$ cat src/sv/wamf_pkg.sv
// ============================================================================
// wamf_pkg
// Shared constants, codes and helpers of the window average / median filter.
// ============================================================================
`default_nettype none

package wamf_pkg;

    // Ring depth and derived widths.
    localparam int DEPTH   = 64;
    localparam int ADDR_W  = $clog2(DEPTH);
    localparam int FILL_W  = $clog2(DEPTH + 1);
    localparam int DATA_W  = 32;
    localparam int WIN_W   = 8;
    localparam int CNT_W   = (FILL_W > WIN_W) ? FILL_W : WIN_W;
    localparam int ACC_W   = DATA_W + WIN_W;
    localparam int BIT_W   = $clog2(ACC_W);
    localparam int MODE_W  = 2;

    // Configuration port.
    localparam int APB_ADDR_W = 4;
    localparam int APB_DATA_W = 32;
    localparam int REG_IDX_W  = APB_ADDR_W - 2;

    localparam logic [REG_IDX_W-1:0] REG_FILTER_MODE   = REG_IDX_W'(0);
    localparam logic [REG_IDX_W-1:0] REG_AVG_WINDOW    = REG_IDX_W'(1);
    localparam logic [REG_IDX_W-1:0] REG_MEDIAN_WINDOW = REG_IDX_W'(2);

    // Filter modes; the unused code behaves as pass through.
    localparam logic [MODE_W-1:0] MODE_PASS   = MODE_W'(0);
    localparam logic [MODE_W-1:0] MODE_AVG    = MODE_W'(1);
    localparam logic [MODE_W-1:0] MODE_MEDIAN = MODE_W'(2);

    // Step one slot back in the ring, wrapping at the bottom.
    function automatic logic [ADDR_W-1:0] older_slot(input logic [ADDR_W-1:0] pos);
        return (pos == '0) ? ADDR_W'(DEPTH - 1) : pos - ADDR_W'(1);
    endfunction

endpackage

`default_nettype wire

$ cat src/sv/window_average_median_filter.sv
// ============================================================================
// window_average_median_filter
// Ring of recent Q16.16 samples with pass-through, moving-average or median
// output, computed by a small sequencer around one shared add/subtract unit.
// ============================================================================
//
//  Channel   Direction  Beat contents
//  s_axis    in         tdata: sample[31:0]     tuser: restart[0]
//  m_axis    out        tdata: filtered[31:0]   tuser: used_latest[0]
//  APB       in/out     regs: 0x0 filter_mode, 0x4 avg_window, 0x8 median_window
//
//  One sample at a time; s_axis is ready only while the sequencer is idle.
//  Pass through, zero window or too few samples: straight to the output register.
//  Moving average over W entries: a read loop, then a 40-step divider.
//  Median over W entries: one rescan of the window per candidate.
//  A result waits in the output register while the next sample is taken in.
//  Synchronous active-low reset empties the ring (fill count and position only).
//
`default_nettype none

module window_average_median_filter (
    input  wire logic                              i_clk,
    input  wire logic                              i_rst_n,
    // Input stream
    input  wire logic                              i_s_axis_tvalid,
    output logic                                   o_s_axis_tready,
    input  wire logic [31:0]                       i_s_axis_tdata,  // sample[31:0]
    input  wire logic [0:0]                        i_s_axis_tuser,  // restart[0]
    // Output stream
    output logic                                   o_m_axis_tvalid,
    input  wire logic                              i_m_axis_tready,
    output logic      [31:0]                       o_m_axis_tdata,  // filtered[31:0]
    output logic      [0:0]                        o_m_axis_tuser,  // used_latest[0]
    // Configuration
    input  wire logic                              psel,
    input  wire logic                              penable,
    input  wire logic                              pwrite,
    input  wire logic [wamf_pkg::APB_ADDR_W-1:0]   paddr,
    input  wire logic [wamf_pkg::APB_DATA_W-1:0]   pwdata,
    output logic      [wamf_pkg::APB_DATA_W-1:0]   prdata,
    output logic                                   pready
);

    import wamf_pkg::*;

    typedef enum logic [3:0] {
        S_IDLE,
        S_SUM,
        S_ABS,
        S_DIV,
        S_SIGN,
        S_MCAND,
        S_MLOAD,
        S_MSCAN,
        S_OUT
    } t_state;

    t_state              r_state;

    // Configuration registers
    logic [MODE_W-1:0]   r_filter_mode;
    logic [WIN_W-1:0]    r_avg_window;
    logic [WIN_W-1:0]    r_median_window;

    // Ring bookkeeping
    logic [ADDR_W-1:0]   r_wp;
    logic [FILL_W-1:0]   r_fill;
    logic [ADDR_W-1:0]   r_newest;

    // Work registers
    logic [WIN_W-1:0]    r_win;
    logic [WIN_W-1:0]    r_iss;
    logic [WIN_W-1:0]    r_rcv;
    logic                r_dv;
    logic [ADDR_W-1:0]   r_rptr;
    logic [ADDR_W-1:0]   r_cptr;
    logic [DATA_W-1:0]   r_cand;
    logic [WIN_W-1:0]    r_less;
    logic [WIN_W-1:0]    r_eq;
    logic [ACC_W-1:0]    r_acc;
    logic [WIN_W-1:0]    r_rem;
    logic [BIT_W-1:0]    r_bit;
    logic                r_neg;
    logic [DATA_W-1:0]   r_res;
    logic                r_latest;

    // Output register
    logic                r_out_valid;
    logic [DATA_W-1:0]   r_out_data;
    logic                r_out_latest;

    // Combinational helpers
    logic                in_accept;
    logic                in_restart;
    logic [ADDR_W-1:0]   in_wp;
    logic [FILL_W-1:0]   in_fill;
    logic [FILL_W-1:0]   in_fill_n;
    logic [WIN_W-1:0]    med_win;
    logic                issue;
    logic [ADDR_W-1:0]   ram_raddr;
    logic [DATA_W-1:0]   ram_rdata;
    logic [WIN_W:0]      rem_s;
    logic                med_hit;
    logic [WIN_W:0]      less_eq;
    logic [WIN_W-1:0]    med_k;
    logic                out_free;
    logic                cfg_wr;
    logic [REG_IDX_W-1:0] reg_idx;
    logic [DATA_W-1:0]   n_res;
    logic                n_latest;
    t_state              n_state;

    // Shared add/subtract unit
    logic signed [ACC_W:0] alu_a;
    logic signed [ACC_W:0] alu_b;
    logic                  alu_sub;
    logic signed [ACC_W:0] alu_y;

    assign o_s_axis_tready = (r_state == S_IDLE);
    assign in_accept       = i_s_axis_tvalid && o_s_axis_tready;
    assign in_restart      = i_s_axis_tuser[0];
    assign in_wp           = in_restart ? '0 : r_wp;
    assign in_fill         = in_restart ? '0 : r_fill;
    assign in_fill_n       = (in_fill < FILL_W'(DEPTH)) ? in_fill + FILL_W'(1) : in_fill;

    assign med_win = (CNT_W'(r_median_window) > CNT_W'(DEPTH)) ? WIN_W'(DEPTH)
                                                                : r_median_window;

    assign issue     = ((r_state == S_SUM) || (r_state == S_MSCAN)) && (r_iss != r_win);
    assign ram_raddr = (r_state == S_MCAND) ? r_cptr : r_rptr;

    wamf_ram #(
        .WIDTH (DATA_W),
        .DEPTH (DEPTH)
    ) u_hist (
        .i_clk   (i_clk),
        .i_we    (in_accept),
        .i_waddr (in_wp),
        .i_wdata (i_s_axis_tdata),
        .i_raddr (ram_raddr),
        .o_rdata (ram_rdata)
    );

    assign rem_s   = {r_rem, r_acc[ACC_W-1]};
    assign med_k   = r_win >> 1;
    assign less_eq = {1'b0, r_less} + {1'b0, r_eq};
    assign med_hit = (r_less <= med_k) && ({1'b0, med_k} < less_eq);

    // Decide at the input beat whether the sample needs a sequencer pass.
    always_comb begin
        n_res    = i_s_axis_tdata;
        n_latest = 1'b0;
        n_state  = S_OUT;
        if (r_filter_mode == MODE_AVG) begin
            if (r_avg_window == '0) begin
                n_res = '0;
            end else if (CNT_W'(in_fill_n) < CNT_W'(r_avg_window)) begin
                n_latest = 1'b1;
            end else begin
                n_state = S_SUM;
            end
        end else if (r_filter_mode == MODE_MEDIAN) begin
            if (med_win == '0) begin
                n_res = '0;
            end else if (CNT_W'(in_fill_n) < CNT_W'(med_win)) begin
                n_latest = 1'b1;
            end else begin
                n_state = S_MCAND;
            end
        end
    end

    always_comb begin
        alu_a   = '0;
        alu_b   = '0;
        alu_sub = 1'b0;
        unique case (r_state)
            S_SUM: begin
                alu_a = {r_acc[ACC_W-1], r_acc};
                alu_b = {{(ACC_W + 1 - DATA_W){ram_rdata[DATA_W-1]}}, ram_rdata};
            end
            S_ABS, S_SIGN: begin
                alu_b   = {r_acc[ACC_W-1], r_acc};
                alu_sub = 1'b1;
            end
            S_DIV: begin
                alu_a   = {{(ACC_W - WIN_W){1'b0}}, rem_s};
                alu_b   = {{(ACC_W + 1 - WIN_W){1'b0}}, r_win};
                alu_sub = 1'b1;
            end
            S_MSCAN: begin
                alu_a   = {{(ACC_W + 1 - DATA_W){ram_rdata[DATA_W-1]}}, ram_rdata};
                alu_b   = {{(ACC_W + 1 - DATA_W){r_cand[DATA_W-1]}}, r_cand};
                alu_sub = 1'b1;
            end
            default: begin
                alu_a = '0;
            end
        endcase
        alu_y = alu_sub ? (alu_a - alu_b) : (alu_a + alu_b);
    end

    assign out_free = !r_out_valid || i_m_axis_tready;

    always_ff @(posedge i_clk) begin
        if (!i_rst_n) begin
            r_state     <= S_IDLE;
            r_wp        <= '0;
            r_fill      <= '0;
            r_dv        <= 1'b0;
            r_out_valid <= 1'b0;
        end else begin
            r_dv <= issue;
            if (issue) begin
                r_rptr <= older_slot(r_rptr);
                r_iss  <= r_iss + WIN_W'(1);
            end
            if (r_out_valid && i_m_axis_tready && (r_state != S_OUT)) begin
                r_out_valid <= 1'b0;
            end

            unique case (r_state)
                S_IDLE: begin
                    if (in_accept) begin
                        r_wp     <= (in_wp == ADDR_W'(DEPTH - 1)) ? '0 : in_wp + ADDR_W'(1);
                        r_fill   <= in_fill_n;
                        r_newest <= in_wp;
                        r_res    <= n_res;
                        r_latest <= n_latest;
                        r_win    <= (r_filter_mode == MODE_MEDIAN) ? med_win : r_avg_window;
                        r_iss    <= '0;
                        r_rcv    <= '0;
                        r_rptr   <= in_wp;
                        r_cptr   <= in_wp;
                        r_acc    <= '0;
                        r_state  <= n_state;
                    end
                end
                S_SUM: begin
                    if (r_dv) begin
                        r_acc <= alu_y[ACC_W-1:0];
                        r_rcv <= r_rcv + WIN_W'(1);
                    end
                    if (r_rcv == r_win) begin
                        r_state <= S_ABS;
                    end
                end
                S_ABS: begin
                    // Divide the magnitude so the quotient truncates toward zero.
                    r_neg   <= r_acc[ACC_W-1];
                    r_acc   <= r_acc[ACC_W-1] ? alu_y[ACC_W-1:0] : r_acc;
                    r_rem   <= '0;
                    r_bit   <= BIT_W'(ACC_W - 1);
                    r_state <= S_DIV;
                end
                S_DIV: begin
                    // Restoring division, one quotient bit per cycle.
                    if (!alu_y[ACC_W]) begin
                        r_rem <= alu_y[WIN_W-1:0];
                    end else begin
                        r_rem <= rem_s[WIN_W-1:0];
                    end
                    r_acc <= {r_acc[ACC_W-2:0], !alu_y[ACC_W]};
                    if (r_bit == '0) begin
                        r_state <= S_SIGN;
                    end else begin
                        r_bit <= r_bit - BIT_W'(1);
                    end
                end
                S_SIGN: begin
                    r_res   <= r_neg ? alu_y[DATA_W-1:0] : r_acc[DATA_W-1:0];
                    r_state <= S_OUT;
                end
                S_MCAND: begin
                    r_state <= S_MLOAD;
                end
                S_MLOAD: begin
                    r_cand  <= ram_rdata;
                    r_rptr  <= r_newest;
                    r_iss   <= '0;
                    r_rcv   <= '0;
                    r_less  <= '0;
                    r_eq    <= '0;
                    r_state <= S_MSCAN;
                end
                S_MSCAN: begin
                    // Count window entries below and equal to the candidate.
                    if (r_dv) begin
                        r_rcv <= r_rcv + WIN_W'(1);
                        if (alu_y[ACC_W]) begin
                            r_less <= r_less + WIN_W'(1);
                        end
                        if (ram_rdata == r_cand) begin
                            r_eq <= r_eq + WIN_W'(1);
                        end
                    end
                    if (r_rcv == r_win) begin
                        if (med_hit) begin
                            r_res   <= r_cand;
                            r_state <= S_OUT;
                        end else begin
                            r_cptr  <= older_slot(r_cptr);
                            r_state <= S_MCAND;
                        end
                    end
                end
                S_OUT: begin
                    if (out_free) begin
                        r_out_valid  <= 1'b1;
                        r_out_data   <= r_res;
                        r_out_latest <= r_latest;
                        r_state      <= S_IDLE;
                    end
                end
                default: begin
                    r_state <= S_IDLE;
                end
            endcase
        end
    end

    assign o_m_axis_tvalid   = r_out_valid;
    assign o_m_axis_tdata    = r_out_data;
    assign o_m_axis_tuser[0] = r_out_latest;

    // Configuration port
    assign pready  = 1'b1;
    assign reg_idx = paddr[APB_ADDR_W-1:2];
    assign cfg_wr  = psel && penable && pwrite && pready;

    always_ff @(posedge i_clk) begin
        if (!i_rst_n) begin
            r_filter_mode   <= MODE_PASS;
            r_avg_window    <= WIN_W'(1);
            r_median_window <= WIN_W'(1);
        end else if (cfg_wr) begin
            if (reg_idx == REG_FILTER_MODE) begin
                r_filter_mode <= pwdata[MODE_W-1:0];
            end
            if (reg_idx == REG_AVG_WINDOW) begin
                r_avg_window <= pwdata[WIN_W-1:0];
            end
            if (reg_idx == REG_MEDIAN_WINDOW) begin
                r_median_window <= pwdata[WIN_W-1:0];
            end
        end
    end

    always_comb begin
        prdata = '0;
        if (reg_idx == REG_FILTER_MODE) begin
            prdata = {{(APB_DATA_W - MODE_W){1'b0}}, r_filter_mode};
        end else if (reg_idx == REG_AVG_WINDOW) begin
            prdata = {{(APB_DATA_W - WIN_W){1'b0}}, r_avg_window};
        end else if (reg_idx == REG_MEDIAN_WINDOW) begin
            prdata = {{(APB_DATA_W - WIN_W){1'b0}}, r_median_window};
        end
    end

endmodule

`default_nettype wire

$ cat src/sv/wamf_ram.sv
// ============================================================================
// wamf_ram
// Generic single-write, single-read RAM with a registered read port.
// ============================================================================
`default_nettype none

module wamf_ram #(
    parameter int WIDTH = 32,
    parameter int DEPTH = 64
) (
    input  wire logic                     i_clk,
    input  wire logic                     i_we,
    input  wire logic [$clog2(DEPTH)-1:0] i_waddr,
    input  wire logic [WIDTH-1:0]         i_wdata,
    input  wire logic [$clog2(DEPTH)-1:0] i_raddr,
    output logic      [WIDTH-1:0]         o_rdata
);

    logic [WIDTH-1:0] r_mem [DEPTH];
    logic [WIDTH-1:0] r_rdata;

    always_ff @(posedge i_clk) begin
        if (i_we) begin
            r_mem[i_waddr] <= i_wdata;
        end
        r_rdata <= r_mem[i_raddr];
    end

    assign o_rdata = r_rdata;

endmodule

`default_nettype wire

$ cat config.mk
export PLATFORM = sky130hd
export DESIGN_NAME = window_average_median_filter
export DESIGN_NICKNAME = d
export VERILOG_FILES = /design/src/sv/wamf_pkg.sv /design/src/sv/window_average_median_filter.sv /design/src/sv/wamf_ram.sv
export SDC_FILE = /design/constraint.sdc
export NUM_CORES = 2
export LEC_CHECK = 0
export BUFFER_PORTS_ARGS = -buffer_cell sky130_fd_sc_hd__buf_2
export CAP_MARGIN = 30
export CORE_UTILIZATION = 43
export CTS_BUF_LIST = sky130_fd_sc_hd__clkbuf_2 sky130_fd_sc_hd__clkbuf_4 sky130_fd_sc_hd__clkbuf_8
export DETAILED_ROUTE_END_ITERATION = 8
export HOLD_SLACK_MARGIN = 0.1
export SLEW_MARGIN = 0
export SYNTH_ARGS = -nofsm -noshare
export SYNTH_HDL_FRONTEND = slang
export SYNTH_SLANG_ARGS = --single-unit
export TNS_END_PERCENT = 50
$ cat constraint.sdc
create_clock -name i_clk -period 6.2 [get_ports i_clk]
set_input_delay 1.24 -clock i_clk [delete_from_list [all_inputs] [get_ports i_clk]]
set_output_delay 1.24 -clock i_clk [all_outputs]
set_load 0.05 [all_outputs]
==> results.toml <==
[status]
status = "completed"

[global_route]
grtUsageTotal_pct = 22.8
grt_pass1_vias = 54500
gr-total-overflow = 0
grt_first_pass_wirelength_um = 378000
antenna_found_initial = 10
grt_max_degree = 98
globalRouteMet3Util_pct = 3.77
grtUsageMet2_pct = 36.0
grtUsageMet1_pct = 32.6
grt_busiest_layer = "met2"

[synth]
synth_seq_area_share_pct = 71.6
synthFlopType = "edfxtp_1"
synth-edff-count = 2259
synth.distinct_cells = 88
syn_area_um2 = 96700
postSynthCellCount = 5480
ys_ff_latch = 2328
synth-async-reset-ratio_pct = 0
avgSynthCellArea_um2 = 17.6
ys_warn_count = 0

[route]
ant_nets = 0
vias_per_cell = 5.92
drt-pass1-iter-count = 7
dr.first_iter.drc_count = 5841
drt-wirelength-per-cell_um = 28.4
num_vias = 54500
drc = 0
wl_um = 262000

[floorplan]
die_h_um = 476
num_rows = 173
die_x_um = 476
coreArea_um2 = 223000
dieArea_um2 = 227000
io_pins = 144
start_util_pct = 43.4

[critical_path]
worst-path-max-fanout = 32
end_kind = "flop"
arrival_ns = 6.61
crit_type = "reg -> reg"
cp_data_required_time_ns = 6.92
cp-startpoint = "r_state[1]"
cp_slowest_cell = "nor4_1"
slowest_delay_ns = 0.50
worst_r2r_endpoint = "r_less[5]"
rrSetupSlack_ns = 0.32
crit_path_end = "r_less[5]"
cp_cell_sequence = "buf_12, buf_4, o211ai_1, a32o_1, or4_4, nor4_1, nand2_1, nor2_1, a21oi_1, xor2_1, ha_1, a21oi_1, o211ai_1, a211oi_1, o21bai_1, a221oi_1, nand2_1, o41a_1, xnor2_1, a21oi_1, buf_4"
r2r-start = "r_state[1]"
cp-start-kind = "flop"
worst-r2r-cell-count = 21
cpMostUsedCell = "a21oi_1"

[power_and_ir_drop]
ir_drop_mv = 0.242
p_comb_share_pct = 11.6
internal-power_mw = 26.3
netSwitchingFraction_pct = 25.0
p_sw_mw = 8.74
p_leak_nw = 36.1
p_seq_share_pct = 50.4
pwr-share-clk_pct = 38.0
power.density_cell_area_nw_per_um2 = 318

[timing]
finalCriticalPeriod_ns = 5.88
tns_ns = 0
setup_violations = 0
rsz0062_at_grt = "no"
clock_skew_ns = 0.0851
slew_viol_final = 0
min_period_over_period_pct = 94.9
hold_violations = 0
worst_pin_slew_ns = 1.12
fmax_mhz = 170
slew_headroom_pct = 25.1

[final_layout]
utilization_pct = 49.5
layout_commonest_cell = "edfxtp_1"
instances_no_fill = 9198
drive_gt1_share_pct = 26.0
syn_to_final_growth_pct = 14.1
nNetsFinal = 6096
final_cell_mix = "edfxtp_1, mux4_2, nand2_1"

[clock_tree]
cts_made_buffers = 392
cts_setup_buffers = 0
cts_root_buf = "clkbuf_8"
htree_levels = 5
insertion_delay_ns = 1.10
path_clk_slew_ns = 0.06
cts.path.max_buffers = 4
cts_tree = "yes"
cts.sinks = 2328

[place]
dp_hpwl_um = 156000
place_congestion = 0.908
io_buffers = 92
dp.cells = 8502

[worst_hold_path]
hp-class = "reg -> reg"

[flow_run]
drv_cap = 0
==> cell type report <==
cell class | count | area [µm²]
Fill cell | 18500 | 112000
Inverter | 55 | 206
Multi-Input combinational cell | 2771 | 26500
Clock buffer | 539 | 6650
Timing Repair Buffer | 379 | 3170
Sequential cell | 2328 | 69200
Antenna cell | 5 | 12.5
Clock inverter | 146 | 866
Tap cell | 2975 | 3720
==> synth_stat cells (all sizes together), types with 15 or more instances <==
cell type / number / area share, %
clkbuf: 226 / 0.88
a21oi: 164 / 0.85
o21ai: 114 / 0.59
nand2: 438 / 1.7
edfxtp: 2259 / 70
xor2: 59 / 0.54
nand4: 23 / 0.15
a211oi: 169 / 1.3
and3: 28 / 0.18
a31oi: 79 / 0.51
a311oi: 68 / 0.62
nor2: 204 / 0.79
o211ai: 15 / 0.12
and2: 140 / 0.91
nor2b: 33 / 0.21
nand3: 75 / 0.39
ha: 91 / 1.2
o21a: 18 / 0.14
buf: 123 / 0.67
mux4: 512 / 12
a21o: 36 / 0.28
mux2i: 55 / 0.57
a22oi: 27 / 0.21
nor3: 26 / 0.15
dfxtp: 69 / 1.4
a22o: 55 / 0.50
xnor2: 88 / 0.80
or3: 15 / 0.10
inv: 54 / 0.21
==> power groups by stage <==
stage                     Clock [mW]  Combinational, mW  Sequential, mW
after floorplan                    0               2.52            17.9
after global placement             0               4.04            17.9
after detailed placement           0               4.06            18.0
after CTS                       13.6               4.08            17.6
after global routing            14.2               4.36            17.6
final                           13.3               4.08            17.6
==> flip-flops by register name, indices dropped and copies added, names as in the netlist, 7 cells and up <==
| register | cells |
|---|---|
| u_hist.r_mem | 2048 |
| r_acc | 40 |
| o_m_axis_tdata | 32 |
| r_cand | 32 |
| r_res | 32 |
| u_hist.o_rdata | 32 |
| r_avg_window | 8 |
| r_eq | 8 |
| r_iss | 8 |
| r_less | 8 |
| r_median_window | 8 |
| r_rcv | 8 |
| r_rem | 8 |
| r_win | 8 |
| r_fill | 7 |
==> metal layers <==
metal  wire (µm)  vias to the layer above
li1            -                    23100
met1      113000                    28700
met2      123000                     2212
met3       18200                      450
met4        6570                        0
met5           0                        -
==> logic make-up (layout without fill, tap and decap cells) <==
family / Yosys count / in the layout / synth area share (%)
xor gates and xnor gates: 147 / 147 / 1.34
AOI/OAI and AO/OA: 867 / 867 / 6.25
other: 2 / 30 / 0.00777
buffers and inverters: 404 / 1119 / 1.76
adders and majority gates: 93 / 93 / 1.22
muxes: 571 / 571 / 12.5
and+or+nand+nor: 1068 / 1068 / 5.27
DFF: 2328 / 2328 / 71.6
==> critical path, delay by kind of cell, from the launching register on <==
kind,cells,cell delay (ns)
xor gates and xnor gates,2,0.38
and+or+nand+nor,5,1.55
AOI/OAI and AO/OA,10,2.34
adders and majority gates,1,0.21
buffers and inverters,3,0.71
DFF,1,0.37
==> worst min-delay path by stage <==
stage                   start                 end  slack, ns  cells after the start
floorplan            r_res[0]   o_m_axis_tdata[0]       0.40                      0
global placement     r_res[4]   o_m_axis_tdata[4]       0.40                      0
detailed placement  r_res[15]  o_m_axis_tdata[15]       0.40                      0
CTS                 pwdata[0]  r_median_window[0]       0.36                      3
global route        r_res[14]  o_m_axis_tdata[14]       0.40                      0
finish              r_res[14]  o_m_axis_tdata[14]       0.40                      0
==> metrics by stage <==
step / setup slack, ns / total power, mW / area, µm² / hold slack (ns)
6_report: 0.317 / 35.0 / 110000 / 0.404
5_1_grt: 0.0286 / 36.2 / 110000 / 0.403
3_5_place_dp: 0.299 / 22.0 / 103000 / 0.405
3_3_place_gp: 0.341 / 22.0 / 103000 / 0.401
4_1_cts: 0.246 / 35.3 / 110000 / 0.357
2_1_floorplan: 0.146 / 20.4 / 96800 / 0.400
==> repair_timing <==
action | in CTS | in global routing
hold buffers | 0 | 0
setup endpoints to repair | 0 | 8
gates resized for setup | 0 | 1
Note: power is estimated with default switching activity, not from simulation.
